**config.mk**
```make
export PLATFORM = sky130hd
export DESIGN_NAME = panel_init_table_interpreter_unit
export DESIGN_NICKNAME = d
export VERILOG_FILES = /design/src/rtl/core/pitu_pkg.sv /design/src/rtl/core/panel_init_table_interpreter_unit.sv
export SDC_FILE = /design/constraint.sdc
export NUM_CORES = 1
export LEC_CHECK = 0
export BUFFER_PORTS_ARGS = -buffer_cell sky130_fd_sc_hd__buf_2
export CORE_ASPECT_RATIO = 0.75
export CORE_UTILIZATION = 48
export CTS_BUF_LIST = sky130_fd_sc_hd__clkbuf_8
export DETAILED_ROUTE_END_ITERATION = 8
export PLACE_DENSITY = 0.61
export SLEW_MARGIN = 25
export SYNTH_ARGS = -nofsm -noshare
export SYNTH_HDL_FRONTEND = slang
export SYNTH_SLANG_ARGS = --single-unit
```
**constraint.sdc**
```tcl
create_clock -name clk_i -period 6.34 [get_ports clk_i]
set_clock_uncertainty 0.15 [all_clocks]
set_input_delay 0.634 -clock clk_i [delete_from_list [all_inputs] [get_ports clk_i]]
set_output_delay 0.634 -clock clk_i [all_outputs]
set_load 0.03 [all_outputs]
```
**src/rtl/core/pitu_pkg.sv**
```systemverilog
`timescale 1ns / 1ps

package pitu_pkg;

  localparam int unsigned LenW      = 16;
  localparam int unsigned ByteW     = 8;
  localparam int unsigned WordW     = 9;
  localparam int unsigned KindW     = 3;
  localparam int unsigned ArgCntW   = 7;
  localparam int unsigned DelayFlag = 7;

  // Result queue: two slots for the item in flight and two for the one before it.
  localparam int unsigned OutDepth = 4;
  localparam int unsigned OutPtrW  = 2;
  localparam int unsigned OutCntW  = 3;

  typedef enum logic [KindW-1:0] {
    KindWord    = 3'd0,
    KindDelay   = 3'd1,
    KindTrunc   = 3'd2,
    KindNoDelay = 3'd3,
    KindDone    = 3'd4
  } kind_e;

  typedef enum logic [4:0] {
    PhCmd   = 5'b00001,
    PhCount = 5'b00010,
    PhArgs  = 5'b00100,
    PhDelay = 5'b01000,
    PhDrain = 5'b10000
  } phase_e;

  typedef struct packed {
    logic [KindW-1:0] kind;
    logic [WordW-1:0] word;
    logic [ByteW-1:0] ms;
    logic             last;
  } result_t;

  function automatic result_t mk_result(kind_e kind, logic [WordW-1:0] word,
                                        logic [ByteW-1:0] ms, logic last);
    result_t r;
    r.kind = kind;
    r.word = word;
    r.ms   = ms;
    r.last = last;
    return r;
  endfunction

endpackage

```
**src/rtl/core/panel_init_table_interpreter_unit.sv**
```systemverilog
// Channel  Handshake                  Payload
// in       in_valid_i / in_ready_o    seq_byte_i
// out      out_valid_o / out_ready_i  result_kind_o, serial_word_o, pause_ms_o, run_last_o
// cfg      cfg_valid_i / cfg_ready_o  table_length_i
//
// Each table byte is parsed in the cycle it is accepted and yields up to two words,
// which enter a four-entry result queue; a byte is taken whenever two slots are free.
// Throughput is one byte per cycle while the output side takes one word per cycle and
// a byte gives at most one word; bytes that give two words are limited by the output.
// Reset empties the queue and starts a new run; a length write also starts a new run.
`timescale 1ns / 1ps

module panel_init_table_interpreter_unit (
  input  logic                          clk_i,
  input  logic                          rst_ni,
  input  logic                          in_valid_i,
  output logic                          in_ready_o,
  input  logic [pitu_pkg::ByteW-1:0]    seq_byte_i,
  output logic                          out_valid_o,
  input  logic                          out_ready_i,
  output logic [pitu_pkg::KindW-1:0]    result_kind_o,
  output logic [pitu_pkg::WordW-1:0]    serial_word_o,
  output logic [pitu_pkg::ByteW-1:0]    pause_ms_o,
  output logic                          run_last_o,
  input  logic                          cfg_valid_i,
  output logic                          cfg_ready_o,
  input  logic [pitu_pkg::LenW-1:0]     table_length_i
);

  pitu_pkg::phase_e                   phase_q, phase_d;
  logic [pitu_pkg::ByteW-1:0]         held_q, held_d;
  logic [pitu_pkg::ArgCntW-1:0]       args_q, args_d;
  logic                               dly_q, dly_d;
  logic [pitu_pkg::LenW-1:0]          pos_q, pos_d;
  logic [pitu_pkg::LenW-1:0]          tlen_q;

  pitu_pkg::result_t                  fifo_q [pitu_pkg::OutDepth];
  logic [pitu_pkg::OutPtrW-1:0]       wr_q, rd_q;
  logic [pitu_pkg::OutCntW-1:0]       count_q;

  logic                               in_fire, out_fire, cfg_fire;
  logic [pitu_pkg::LenW:0]            next_pos, span;
  logic                               last, restart;
  logic [pitu_pkg::ArgCntW-1:0]       cnt;
  logic                               dflag;
  pitu_pkg::result_t                  res0, res1;
  logic [1:0]                         push_n;
  logic [pitu_pkg::OutPtrW-1:0]       wr_inc;

  assign cfg_ready_o = 1'b1;
  assign cfg_fire    = cfg_valid_i && cfg_ready_o;
  assign in_ready_o  = count_q <= pitu_pkg::OutCntW'(pitu_pkg::OutDepth - 2);
  assign in_fire     = in_valid_i && in_ready_o;
  assign out_valid_o = count_q != '0;
  assign out_fire    = out_valid_o && out_ready_i;

  assign result_kind_o = fifo_q[rd_q].kind;
  assign serial_word_o = fifo_q[rd_q].word;
  assign pause_ms_o    = fifo_q[rd_q].ms;
  assign run_last_o    = fifo_q[rd_q].last;

  assign next_pos = {1'b0, pos_q} + (pitu_pkg::LenW+1)'(1);
  assign cnt      = seq_byte_i[pitu_pkg::ArgCntW-1:0];
  assign dflag    = seq_byte_i[pitu_pkg::DelayFlag];
  assign span     = next_pos + (pitu_pkg::LenW+1)'(cnt);
  assign last     = next_pos >= {1'b0, tlen_q};

  always_comb begin
    phase_d = phase_q;
    held_d  = held_q;
    args_d  = args_q;
    dly_d   = dly_q;
    res0    = '0;
    res1    = '0;
    push_n  = 2'd0;
    restart = 1'b0;
    if (tlen_q == '0) begin
      res0    = pitu_pkg::mk_result(pitu_pkg::KindDone, '0, '0, 1'b1);
      push_n  = 2'd1;
      restart = 1'b1;
    end else begin
      unique case (phase_q)
        pitu_pkg::PhCmd: begin
          if (last) begin
            res0    = pitu_pkg::mk_result(pitu_pkg::KindTrunc, '0, '0, 1'b1);
            push_n  = 2'd1;
            restart = 1'b1;
          end else begin
            held_d  = seq_byte_i;
            phase_d = pitu_pkg::PhCount;
          end
        end
        pitu_pkg::PhCount: begin
          if (span > {1'b0, tlen_q}) begin
            res0    = pitu_pkg::mk_result(pitu_pkg::KindTrunc, '0, '0, 1'b1);
            push_n  = 2'd1;
            restart = last;
            phase_d = pitu_pkg::PhDrain;
          end else begin
            res0   = pitu_pkg::mk_result(pitu_pkg::KindWord, {1'b0, held_q}, '0, 1'b0);
            push_n = 2'd1;
            if (cnt != '0) begin
              args_d  = cnt;
              dly_d   = dflag;
              phase_d = pitu_pkg::PhArgs;
            end else if (dflag) begin
              if (last) begin
                res1    = pitu_pkg::mk_result(pitu_pkg::KindNoDelay, '0, '0, 1'b1);
                push_n  = 2'd2;
                restart = 1'b1;
              end else begin
                phase_d = pitu_pkg::PhDelay;
              end
            end else if (last) begin
              res1    = pitu_pkg::mk_result(pitu_pkg::KindDone, '0, '0, 1'b1);
              push_n  = 2'd2;
              restart = 1'b1;
            end else begin
              phase_d = pitu_pkg::PhCmd;
            end
          end
        end
        pitu_pkg::PhArgs: begin
          res0   = pitu_pkg::mk_result(pitu_pkg::KindWord, {1'b1, seq_byte_i}, '0, 1'b0);
          push_n = 2'd1;
          args_d = args_q - pitu_pkg::ArgCntW'(1);
          if (args_d == '0) begin
            if (dly_q) begin
              if (last) begin
                res1    = pitu_pkg::mk_result(pitu_pkg::KindNoDelay, '0, '0, 1'b1);
                push_n  = 2'd2;
                restart = 1'b1;
              end else begin
                phase_d = pitu_pkg::PhDelay;
              end
            end else if (last) begin
              res1    = pitu_pkg::mk_result(pitu_pkg::KindDone, '0, '0, 1'b1);
              push_n  = 2'd2;
              restart = 1'b1;
            end else begin
              phase_d = pitu_pkg::PhCmd;
            end
          end else if (last) begin
            res1    = pitu_pkg::mk_result(pitu_pkg::KindTrunc, '0, '0, 1'b1);
            push_n  = 2'd2;
            restart = 1'b1;
          end
        end
        pitu_pkg::PhDelay: begin
          res0   = pitu_pkg::mk_result(pitu_pkg::KindDelay, '0, seq_byte_i, 1'b0);
          push_n = 2'd1;
          dly_d  = 1'b0;
          if (last) begin
            res1    = pitu_pkg::mk_result(pitu_pkg::KindDone, '0, '0, 1'b1);
            push_n  = 2'd2;
            restart = 1'b1;
          end else begin
            phase_d = pitu_pkg::PhCmd;
          end
        end
        pitu_pkg::PhDrain: begin
          restart = last;
        end
        default: begin
          restart = 1'b1;
        end
      endcase
    end
    if (restart) begin
      phase_d = pitu_pkg::PhCmd;
      held_d  = '0;
      args_d  = '0;
      dly_d   = 1'b0;
      pos_d   = '0;
    end else begin
      pos_d   = next_pos[pitu_pkg::LenW-1:0];
    end
  end

  always_ff @(posedge clk_i or negedge rst_ni) begin
    if (!rst_ni) begin
      phase_q <= pitu_pkg::PhCmd;
      held_q  <= '0;
      args_q  <= '0;
      dly_q   <= 1'b0;
      pos_q   <= '0;
      tlen_q  <= '0;
    end else if (cfg_fire) begin
      phase_q <= pitu_pkg::PhCmd;
      held_q  <= '0;
      args_q  <= '0;
      dly_q   <= 1'b0;
      pos_q   <= '0;
      tlen_q  <= table_length_i;
    end else if (in_fire) begin
      phase_q <= phase_d;
      held_q  <= held_d;
      args_q  <= args_d;
      dly_q   <= dly_d;
      pos_q   <= pos_d;
    end
  end

  assign wr_inc = wr_q + pitu_pkg::OutPtrW'(1);

  always_ff @(posedge clk_i) begin
    if (in_fire && push_n != 2'd0) begin
      fifo_q[wr_q] <= res0;
    end
    if (in_fire && push_n == 2'd2) begin
      fifo_q[wr_inc] <= res1;
    end
  end

  always_ff @(posedge clk_i or negedge rst_ni) begin
    if (!rst_ni) begin
      wr_q    <= '0;
      rd_q    <= '0;
      count_q <= '0;
    end else begin
      if (in_fire) begin
        wr_q <= wr_q + pitu_pkg::OutPtrW'(push_n);
      end
      if (out_fire) begin
        rd_q <= rd_q + pitu_pkg::OutPtrW'(1);
      end
      count_q <= count_q + (in_fire ? pitu_pkg::OutCntW'(push_n) : '0)
                 - pitu_pkg::OutCntW'(out_fire);
    end
  end

  assert property (@(posedge clk_i) disable iff (!rst_ni)
    count_q <= pitu_pkg::OutCntW'(pitu_pkg::OutDepth))
    else $error("Result queue holds more words than it has slots.");

  assert property (@(posedge clk_i) disable iff (!rst_ni)
    (tlen_q == '0) || (pos_q < tlen_q))
    else $error("Byte position has run past the table length.");

  assert property (@(posedge clk_i) disable iff (!rst_ni)
    cfg_fire |=> (phase_q == pitu_pkg::PhCmd) && (pos_q == '0))
    else $error("A length write did not start a new run.");

  assert property (@(posedge clk_i) disable iff (!rst_ni)
    (out_valid_o && run_last_o) |->
      (result_kind_o == pitu_pkg::KindTrunc || result_kind_o == pitu_pkg::KindNoDelay ||
       result_kind_o == pitu_pkg::KindDone))
    else $error("A run ended on a word that is neither done nor an error.");

  assert property (@(posedge clk_i) disable iff (!rst_ni)
    (in_fire && push_n == 2'd2) |=> count_q >= pitu_pkg::OutCntW'(1))
    else $error("A byte giving two words left the queue empty.");

endmodule
```
**Word-level counts from Yosys, hierarchy flattened**

Memory sizes are Yosys's and may differ from the RTL's.
Index checks and enable logic that the tools add are counted.

- Flip-flop bits (word level): 60
- Bits in latches: 0
- Memory bits (writable): 84
- Memory bits (read-only): 0
- Bits of input ports: 29
- Output and inout port bits: 24
- Logic and storage cells: 118
- Memories: 1

Memories:

| memory | depth | width | rd ports | clocked after memory_dff | write ports | RTL line | source |
|---|---|---|---|---|---|---|---|
| fifo_q | 4 | 21 | 1 | 0 | 2 | panel_init_table_interpreter_unit.sv:37 | `pitu_pkg::result_t fifo_q [pitu_pkg::OutDepth];` |

- $add $sub $neg: 8
- Multiply operators: 0
- Divide/modulo/power cells: 0
- $lt $le $gt $ge: 3
- Equal/unequal tests: 12
- Shifts and indexed selects: 0
- Multiplexer cells: 65
- Bitwise logic cells: 0
- Reduce and logical (&&, ||, !) cells: 20

Operator list:

| kind | count |
|---|---|
| $mux W21 | 8 |
| $pmux W20 S4 | 1 |
| $pmux W21 S3 | 1 |
| $mux W20 | 3 |
| $mux W5 | 12 |
| $mux W16 | 3 |
| $mux W8 | 6 |
| $mux W7 | 6 |
| $pmux W5 S4 | 1 |
| $add A16 B1 Y17 const B | 1 |
| $add A17 B7 Y17 | 1 |
| $ge A17 B16 Y1 | 1 |
| $gt A17 B16 Y1 | 1 |
| $logic_not A16 Y1 | 1 |
| $ne A4 B4 Y1 const B | 4 |
| $mux W1 | 15 |
| $reduce_and A5 Y1 | 3 |
| $pmux W7 S2 | 1 |
| $mux W2 | 5 |
| $reduce_bool A4 Y1 | 2 |
| $logic_not A7 Y1 | 1 |
| $reduce_bool A7 Y1 | 1 |
| $sub A7 B1 Y7 const B | 1 |
| $pmux W2 S3 | 1 |
| other kinds (22) | 28 |

**Logic depth before layout (Yosys ltp)**

- Word-level depth: 11
- Depth in mapped cells: 28
- Mapped depth without buffers: 27

**Least setup slack after synthesis**

Ideal clock, no wire load.

- Kind: register -> register
- Start: register pos_q[0] (netlist name)
- End: register count_q[2] (netlist name)
- Arrival time: 5.185 ns
- Required time: 6.067 ns
- Slack: 0.882 ns
- Cell stages (with the launch flop): 26
- Buffers on the path: 2
- Clock period less this slack: 5.458 ns
- Path through: dfrtp_1 ha_1 buf_2 xor2_1 ha_1 a21oi_1 o21bai_1 a21oi_1 o21ai_0 nand3_1 nor2b_1 nand2_1 xnor2_1 ha_1 nand2_1 nor4_1 nand3_1 and2_1 or3_1 a21oi_2 buf_2 nand2_1 ha_1 fa_1 xor2_1 xnor2_1

- Word-level cells in the longest chain between the ends: 10
- Elaborated cells on any way between the ends: 13

RTL lines:

| item | RTL line | source |
|---|---|---|
| start: declaration | panel_init_table_interpreter_unit.sv:34 | `logic [pitu_pkg::LenW-1:0] pos_q, pos_d;` |
| start signal: assignment | panel_init_table_interpreter_unit.sv:200 | `pos_q <= pos_d;` |
| $add A16 B1 Y17 (*) | panel_init_table_interpreter_unit.sv:62 | `assign next_pos = {1'b0, pos_q} + (pitu_pkg::LenW+1)'(1);` |
| parallel branches: the longest is 4 deep, another holds $add A17 B7 Y17 | -- |  |
| $pmux W2 S3 (*) | panel_init_table_interpreter_unit.sv:82 | `unique case (phase_q)` |
| $mux W2 (*) | panel_init_table_interpreter_unit.sv:77 | `if (tlen_q == '0) begin` |
| $mux W2 (*) | panel_init_table_interpreter_unit.sv:227 | `count_q <= count_q + (in_fire ? pitu_pkg::OutCntW'(push_n) : '0)` |
| $add A3 B2 Y3 (*) | panel_init_table_interpreter_unit.sv:227 |  |
| $sub A3 B1 Y3 (*) | panel_init_table_interpreter_unit.sv:228 | `- pitu_pkg::OutCntW'(out_fire);` |
| end signal: assignment | panel_init_table_interpreter_unit.sv:227 |  |
| end: declaration | panel_init_table_interpreter_unit.sv:39 | `logic [pitu_pkg::OutCntW-1:0] count_q;` |

Mark *: on every way between the ends.
A chain may end at the register's enable or synchronous reset.

**Final worst setup path**

- Start: register pos_q[2] (netlist name)
- End: register count_q[2] (netlist name)

The elaborated chain is that of the path after synthesis.

==> out/qor.csv <==
stage;metric;value;unit
layout;instances_no_fill;1102;
layout;diodes;0;
clock_tree;tritoncts;yes;
power;p_leak;3.757;nW
yosys;ys_top_cells_by_area;dfrtp_1 18%, dfxtp_1 16%, ha_1 7.1%;
layout;syn2layout_area_growth;9.663;%
power;power_density;322.8;nW/um2
yosys;synth_top_family_by_area;compound AO/OA/AOI/OAI gates;
timing;hold_violations;0;
layout;fill_cells;1491;
worst_setup_path;worst_setup_path_start_kind;flip-flop;
worst_setup_path;endpoint_kind;flip-flop;
global_routing;grt_usage;27.55;%
layout;regArea;3346;um2
yosys;synth-xor-area-share;3.699;%
yosys;ys_ff_latch;144;
clock_tree;cts_sinks;144;
yosys;synthTopCellsByCount;94 x nand2_1, 68 x dfxtp_1, 59 x dfrtp_1, 56 x o21ai_0, 47 x ha_1;
clock_tree;cts.clk_slew.worst_paths;0.08;ns
timing;rsz0062_at_grt;no;
placed_design;dpl.hpwl;16820;um
layout;final_layout_size_suffix_gt1_share;17.47;%
power;p_sw_share;37.67;%
global_routing;grt_pass1_vias;6851;
yosys;synth_cell_types;80;
power;sequentialPowerShare;39.4;%
yosys;synthArstFlopShare;41.67;%
worst_setup_path;cp_slowest_cell;dfrtp_1;
hold_path;min_path_type;in -> async;
global_routing;grt_pass1_wl;37470;um
yosys;synth_top_area_share;17.82;%
worst_setup_path;crit_arrival;5.98;ns
drt;dr_wl_met3;1806;um
floorplanning;design.core.area;16880;um2
clock_tree;ctsLongestPathBuffers;2;
floorplanning;num_rows;41;
global_routing;grt_max_degree;61;
clock_tree;cts_hold_buf;0;
clock_tree;htreeDepth;4;
yosys;synth-compound-area-share;21.76;%
clock_tree;cts_setup_buffers;0;
power;switchingPower;1.105;mW
worst_setup_path;cp_common_cell;ha_1;
floorplanning;dieArea;17800;um2
yosys;seq_area_frac_synth;40.36;%
job;cap_viol_max_count;0;
worst_setup_path;cp.required;6.53;ns
power;clock_power_share;26.4;%
timing;max_clock_freq;172.5;MHz
drt;top_layer;met4;
timing;slew_viol_final;0;
layout;multiInputGateArea;4542;um2
timing;tightest_slew;0.9094;ns
yosys;synthSimpleGateAreaFrac;14.31;%
drt;wl_met1;11240;um
yosys;synth_area_leader_cell;dfrtp_1;
yosys;synth_most_common_cell;nand2_1;
drt;wl_met2;9913;um
drt;postRouteAntennaNets;0;
floorplanning;num_io_pins;53;
yosys;synth_ff_type;dfxtp_1;
timing;timing.hold.ws;0.1805;ns
timing;setup_tns;0;ns
drt;wl;23310;um
power;power_frac_comb;34.2;%
clock_tree;clk_latency;0.46;ns
outcome;outcome;complete, no violations;
layout;fin_util;53.84;%
power;intPower;1.828;mW
worst_setup_path;crit_family;adder cells;
clock_tree;root_buffer;clkbuf_8;
power;total_power;2.934;mW
worst_setup_path;cp_num_buf_inv;3;
placed_design;place_congestion;0.9356;
timing;setup_viol;0;
power;ir_drop;0.0002388;V
worst_setup_path;worstSetupPathType;reg -> reg;
timing;period_share;91.43;%
clock_tree;cts-resized-gates;0;
floorplanning;dieHeight;115.8;um
timing;slew_headroom;39.15;%
placed_design;dp.cells;1070;
drt;firstDrtPassIters;6;
floorplanning;die_w;153.7;um
floorplanning;initial_core_util;49.10;%
yosys;yosys_warnings;0;
placed_design;portBuffers;51;
yosys;syn_nets;919;
yosys;syn_inst;841;
timing;min_period;5.797;ns
worst_setup_path;critPathMaxStageDelay;0.55;ns
global_routing;grt_antenna_before_repair;0;
drt;wl_per_cell;21.16;um
yosys;synth-edff-count;16;
drt;drtIter0Drc;794;
drt;drcViolationCount;0;
clock_tree;cts_inserted_buffers;17;
yosys;syn-cell-area;8287;um2
drt;vias;6971;
global_routing;grt_overflow_total;0;
yosys;synth-adder-area-share;7.580;%
yosys;avgSynthCellArea;9.853;um2
worst_setup_path;worstPathMaxFanout;10;
layout;nNetsFinal;952;
yosys;synth.area.mux_share;7.308;%
drt;vias_per_cell;6.326;
[layer usage]
layer / track usage [%] / up-vias
met2: 41.24 / 318
met3: 5.460 / 39
li1: - / 3193
met4: 8.000 / 0
met1: 40.35 / 3421
met5: 0 / -
[area by class of cell]
type	count	area share (%)
inverters	44	1.817
clock inverters	14	1.817
well taps	215	2.960
repair buffers	64	3.883
multi-input cells	603	49.98
flip-flops and latches	144	36.82
clock buffers	18	2.726
[stage by stage]
stage          setup slack, ns  cell area, um2
6_report                0.5434            9087
5_1_grt                0.08623            9087
4_1_cts                 0.4234            9077
3_5_place_dp            0.4701            8665
3_3_place_gp            0.7438            8665
2_1_floorplan           0.8823            8287
[path summary, 6_finish.rpt]
kind / start / end / slack (ns) / cells past startpoint
worst min register to register: fifo_q[3][11] / fifo_q[3][11] / 0.31 / 1
max in group asynchronous: rst_ni / rd_q[1] / 5.27 / 2
worst min-delay path: rst_ni / tlen_q[7] / 0.18 / 2
min in group clk_i: table_length_i[12] / tlen_q[12] / 0.23 / 3
worst max register to register: pos_q[2] / count_q[2] / 0.54 / 27
worst max-delay path: pos_q[2] / count_q[2] / 0.54 / 27
[sequential cells by signal, indices dropped and copies added, names as in the netlist]
register,count
fifo_q,84
tlen_q,16
args_q,7
phase_q,5
rd_q,2
count_q,3
held_q,8
dly_q,1
pos_q,16
wr_q,2
[kinds of logic after synthesis]
family                   Yosys count
AO/OA/AOI/OAI                    248
AND/OR/NAND/NOR                  236
flip-flops                       144
buffers and inverters             94
adder cells (fa/ha/maj)           49
XOR/XNOR                          35
multiplexers                      34
other                              1
[cell usage in the layout (no fill, tap or decap), types with 14 or more instances in the layout]
| cell type | count |
|---|---|
| o22ai_1 | 16 |
| edfxtp_1 | 16 |
| inv_1 | 46 |
| dfrtp_1 | 58 |
| buf_2 | 51 |
| o21ai_0 | 55 |
| ha_1 | 46 |
| dfxtp_1 | 68 |
| o2bb2ai_1 | 36 |
| clkbuf_8 | 18 |
| nor2_1 | 36 |
| nor3_1 | 14 |
| a22o_1 | 24 |
| xnor2_1 | 23 |
| mux4_2 | 21 |
| nand2_1 | 94 |
| a21oi_1 | 26 |
| nand3_1 | 20 |
[power groups by stage]
stage / clock network [mW] / logic [mW] / registers [mW]
after global routing: 0.830 / 1.10 / 1.17
after global placement: 0 / 0.964 / 1.16
after floorplan: 0 / 0.802 / 1.10
final: 0.774 / 1.00 / 1.16
after detailed placement: 0 / 0.993 / 1.17
after CTS: 0.787 / 0.998 / 1.15
No activity file was read; power rests on OpenSTA's default activity.
